File: src/hdl/kab_pkg.sv
package kab_pkg;

   localparam int NODE_FW    = 10;
   localparam int DIST_W     = 11;
   localparam int DEF_NODES  = 1024;
   localparam int DEF_LEVELS = 11;

   typedef struct packed {
      logic capture;
      logic clr_step;
      logic load_write;
      logic rb_start;
      logic rb_rd_self;
      logic rb_rd_mid;
      logic rb_write;
      logic q_start;
      logic q_read;
      logic q_take;
      logic q_skip;
      logic respond;
   } dp_cmd_type;

   typedef struct packed {
      logic is_load;
      logic node_ok;
      logic q_bad;
      logic clr_last;
      logic rb_last;
      logic bit_set;
      logic rest_zero;
      logic rd_valid;
   } dp_stat_type;

endpackage

File: src/hdl/kab_ctrl.sv
module kab_ctrl
   import kab_pkg::*;
(
   input  logic        clock,
   input  logic        reset,
   input  logic        start,
   output logic        busy,
   input  dp_stat_type stat,
   output dp_cmd_type  cmd
);

   typedef enum logic [3:0] {
      ST_CLEAR,
      ST_IDLE,
      ST_DECODE,
      ST_RB_SELF,
      ST_RB_MID,
      ST_RB_WRITE,
      ST_Q_START,
      ST_Q_STEP,
      ST_Q_WAIT,
      ST_RESP
   } state_type;

   state_type state_ff;
   logic      stale_ff;

   // level 0 is cleared after reset; stale forces the upper levels to follow
   always_ff @(posedge clock) begin
      if (reset) begin
         state_ff <= ST_CLEAR;
         stale_ff <= 1'b1;
      end else begin
         case (state_ff)
            ST_CLEAR: begin
               if (stat.clr_last) state_ff <= ST_IDLE;
            end
            ST_IDLE: begin
               if (start) state_ff <= ST_DECODE;
            end
            ST_DECODE: begin
               if (stat.is_load) begin
                  if (stat.node_ok) stale_ff <= 1'b1;
                  state_ff <= ST_IDLE;
               end else if (stale_ff) begin
                  state_ff <= ST_RB_SELF;
               end else begin
                  state_ff <= ST_Q_START;
               end
            end
            ST_RB_SELF:  state_ff <= ST_RB_MID;
            ST_RB_MID:   state_ff <= ST_RB_WRITE;
            ST_RB_WRITE: begin
               if (stat.rb_last) begin
                  stale_ff <= 1'b0;
                  state_ff <= ST_Q_START;
               end else begin
                  state_ff <= ST_RB_SELF;
               end
            end
            ST_Q_START: state_ff <= stat.q_bad ? ST_RESP : ST_Q_STEP;
            ST_Q_STEP: begin
               if (stat.bit_set) state_ff <= ST_Q_WAIT;
               else if (stat.rest_zero) state_ff <= ST_RESP;
            end
            ST_Q_WAIT: begin
               if (!stat.rd_valid || stat.rest_zero) state_ff <= ST_RESP;
               else state_ff <= ST_Q_STEP;
            end
            ST_RESP: state_ff <= ST_IDLE;
            default: state_ff <= ST_IDLE;
         endcase
      end
   end

   always_comb begin
      cmd            = '0;
      cmd.capture    = (state_ff == ST_IDLE) && start;
      cmd.clr_step   = (state_ff == ST_CLEAR);
      cmd.load_write = (state_ff == ST_DECODE) && stat.is_load && stat.node_ok;
      cmd.rb_start   = (state_ff == ST_DECODE) && !stat.is_load && stale_ff;
      cmd.rb_rd_self = (state_ff == ST_RB_SELF);
      cmd.rb_rd_mid  = (state_ff == ST_RB_MID);
      cmd.rb_write   = (state_ff == ST_RB_WRITE);
      cmd.q_start    = (state_ff == ST_Q_START);
      cmd.q_read     = (state_ff == ST_Q_STEP) && stat.bit_set;
      cmd.q_skip     = (state_ff == ST_Q_STEP) && !stat.bit_set && !stat.rest_zero;
      cmd.q_take     = (state_ff == ST_Q_WAIT);
      cmd.respond    = (state_ff == ST_RESP);
   end

   assign busy = (state_ff != ST_IDLE);

endmodule

File: config.mk
export PLATFORM = sky130hd
export DESIGN_NAME = kab_ctrl
export DESIGN_NICKNAME = d
export VERILOG_FILES = /design/src/hdl/kab_pkg.sv /design/src/hdl/kab_ctrl.sv
export SDC_FILE = /design/constraint.sdc
export NUM_CORES = 1
export LEC_CHECK = 0
export ABC_CLOCK_PERIOD_IN_PS = 1520
export BUFFER_PORTS_ARGS = -buffer_cell sky130_fd_sc_hd__buf_2
export CAP_MARGIN = 20
export CORE_AREA = 10 10 47 49
export CTS_CLUSTER_SIZE = 10
export DETAILED_ROUTE_END_ITERATION = 7
export DIE_AREA = 0 0 57 59
export HOLD_SLACK_MARGIN = 0.12
export PLACE_DENSITY = 0.72
export SETUP_SLACK_MARGIN = 0.4
export SYNTH_ARGS = -nofsm -noshare
export SYNTH_HDL_FRONTEND = slang
export SYNTH_SLANG_ARGS = --single-unit
File: constraint.sdc
create_clock -name clock -period 1.52 [get_ports clock]
set_input_delay 0.152 -clock clock [delete_from_list [all_inputs] [get_ports clock]]
set_output_delay 0.152 -clock clock [all_outputs]
set_load 0.03 [all_outputs]
==> metrics.log <==
[metrics] count of TritonRoute iterations in the first routing pass: 4
[metrics] Worst Max-Slew Pin Slew: 0.276 ns
[metrics] half-perimeter wire length of the detailed placement result: 1240 microns
[metrics] MaxCap Viol Count: 0
[metrics] fraction of layout cells with a size suffix above 1: 73.6%
[metrics] sequential element share of the synthesized area: 22.6%
[metrics] result of the run: complete, but fails checks
[metrics] endpoint arrival time on the critical path: 1.39 ns
[metrics] Fin Clk Skew: 0.000650 ns
[metrics] maximum buffer depth of the clock tree: 2
[metrics] max-slew headroom at the worst pin: 81.4%
[metrics] Max Slew Vio Count: 0
[metrics] # H-tree levels: 1
[metrics] maximum fanout encountered on the critical timing path: 6
[metrics] sequential cell fraction of total power: 29.0%
[metrics] leading cell type in the layout, fill and taps excluded: buf_6
[metrics] count of flip-flops with a built-in enable after synthesis: 0
[metrics] dominant cell type by area after synthesis: dfxtp_1
[metrics] type of destination of the critical path: primary output
[metrics] TritonCTS clock tree: done
[metrics] internal power: 335 uW
[metrics] clock network fraction of total power: 30.3%
[metrics] Die Footprint: 3360 sq um
[metrics] floorplan die width: 57 microns
[metrics] IR drop worst, VDD: 323 uV
[metrics] post-synth top area share: 22.6%
[metrics] die height: 59 microns
[metrics] register area: 113 sq um
[metrics] Synthesis Warnings: 0
[metrics] core area: 1400 sq um
[metrics] # fillers: 109
[metrics] final worst setup slack: -0.0225 ns
[metrics] Post-layout nets: 122
[metrics] Post-Layout Inst Area: 1080 sq um
[metrics] number of placement rows: 14
[metrics] power density cells: 450 nW/um^2
[metrics] Syn Std Cell Area: 443 sq um
[metrics] LEAKAGE: 0.000458 uW
[metrics] Post-Layout Cell Count: 126
[metrics] post-synthesis area per instance: 7.03 sq um
[metrics] number of clock sinks seen by CTS: 5
[metrics] total wire length: 2040 microns
[metrics] main area contributors after synthesis: dfxtp_1 (23%), nand2b_1 (9.9%), a21oi_1 (6.8%), inv_1 (5.9%), nor2_1 (5.9%)
[metrics] switching power share of the total: 31.2%
[metrics] Inst Count DP: 104
[metrics] placer's final routability congestion estimate: 0.776
[metrics] number of top-level pins: 24
[metrics] initial core utilization: 31.6%
[metrics] clock root buffer: clkbuf_4
[metrics] Inserted Clock Buffers: 3
[metrics] aggregate global routing overflow: 0
[metrics] register bit count reported by yosys: 5
[metrics] worst min path class: input pin to flop
[metrics] via density per instance: 5.13
[metrics] RSZ-0062 raised after global routing: true
[metrics] wire length per cell: 16.2 microns
[metrics] vias in the first global route: 744
[metrics] area taken by multi-input logic gates: 480 sq um
[metrics] CP startpoint kind: flop
[metrics] wire length of the first global-routing pass: 3340 microns
[metrics] combinational fraction of design power: 40.7%
[metrics] Antenna Nets Post-Route: 0
[metrics] leading cell types in the layout, fill and taps excluded: buf_6 (23), buf_4 (14), buf_2 (10)
[metrics] number of design-rule violations left by the first detailed-router iteration: 6
[metrics] remaining design rule violation count: 0
[metrics] antenna diode count: 0
[metrics] initial antenna violation count: 0
[metrics] Port Buffer Count: 23
[metrics] later-pin clock latency in the skew report: 0.23 ns
[metrics] hold-fix buffers at CTS: 0
[metrics] required time at the worst-slack endpoint: 1.37 ns
[metrics] synthesized net count: 74
[metrics] Post-Route Hold Slack: 0.145 ns
[metrics] total net switching power: 152 uW
[metrics] portion of the clock cycle consumed by the worst path in the final layout: 101%
[metrics] Final Hold Fails: 0
[metrics] failing checks: negative setup slack
[metrics] Final Setup Violations: 2
[metrics] count of mapped cells out of synthesis: 63
[metrics] minimum clock period after layout: 1.54 ns
[metrics] Area Growth Syn to Fin: 145%
[metrics] CTS clock-pin slew for the worst setup and hold paths: 0.04 ns
[metrics] dpl cell area: 709 sq um
[metrics] FFs w/ async S/R, synth: 0%
[metrics] distinct cell type count after synthesis: 27
[metrics] fmax: 648 MHz
[metrics] Tot GR Track Use: 12.1%
[metrics] critical setup path kind: flop to primary output
[metrics] most frequently used flop master after synthesis: dfxtp_1
[metrics] Vias: 647
[metrics] largest net degree at the start of global routing: 8
-- cell families after synthesis --
kind of cell / after synthesis / share of synthesized area, %
compound gates: 16 / 24.3
buf+inv: 11 / 10.2
flops: 5 / 22.6
mux: 1 / 2.26
simple gates: 30 / 40.7
-- cell type report --
cell class	instances	area share (%)
Clock buffer	4	2.42
Timing Repair Buffer	47	38.2
Multi-Input combinational cell	47	44.3
Tap cell	16	1.85
Sequential cell	5	10.4
Inverter	7	2.77
-- routing by layer --
layer	wire length [microns]	vias up	track usage, %
li1	-	320	-
met2	1060	25	21.4
met5	0	-	0
met4	59	0	5.70
met3	160	6	4.51
met1	754	296	12.4
-- registers in the layout, summed over array words and instances, names as in the netlist --
register  count
stale_ff      1
state_ff      4
-- what timing repair did --
item / 4_1_cts / 5_1_grt
gates cloned: 0 / 0
buffers inserted: 15 / 3
pin swaps: 14 / 5
resized for setup: 49 / 11
endpoints found under the setup margin: 18 / 18
hold endpoints to repair: 0 / 0
-- power groups by stage --
stage	clock network, uW	logic [uW]	registers (uW)
after floorplan	0	84.3	143
after global placement	0	105	152
after detailed placement	0	106	153
after CTS	157	174	140
after global routing	167	211	141
final	148	198	141
-- worst max-delay path: stages, from the launching register on --
cell and delay (ns):
dfxtp_4 0.36, or4b_4 0.57, clkinvlp_4 0.10, buf_6 0.12
-- per-stage QoR --
stage	power [uW]	setup TNS [ns]	setup slack [ns]	util, %
CTS	471	-0.0398	-0.0208	72.7
detailed placement	259	0	0.0877	50.6
global route	520	-0.137	-0.0560	77.3
finish	487	-0.0297	-0.0225	77.3
global placement	257	0	0.122	50.6
floorplan	228	0	0.0846	-
-- worst paths after layout --
kind	start	endpoint	slack [ns]	depth (start not counted)
max	state_ff[0]$_SDFFE_PP0P_	cmd[2]	-0.02	3
min	reset	state_ff[2]$_SDFFE_PP0P_	0.15	2
max reg2reg	state_ff[0]$_SDFFE_PP0P_	state_ff[1]$_SDFFE_PP0P_	0.04	5
min reg2reg	stale_ff$_SDFFE_PP1P_	stale_ff$_SDFFE_PP1P_	0.50	1
-- synthesized netlist by cell type (all sizes together) (2+ instances only) --
cell type,number
dfxtp,5
a21oi,6
nand2b,7
buf,3
or4b,2
o21ai,3
nor3,4
nor2,7
inv,7
nor4,3
nand2,3
(Power assumes the default switching activity.)
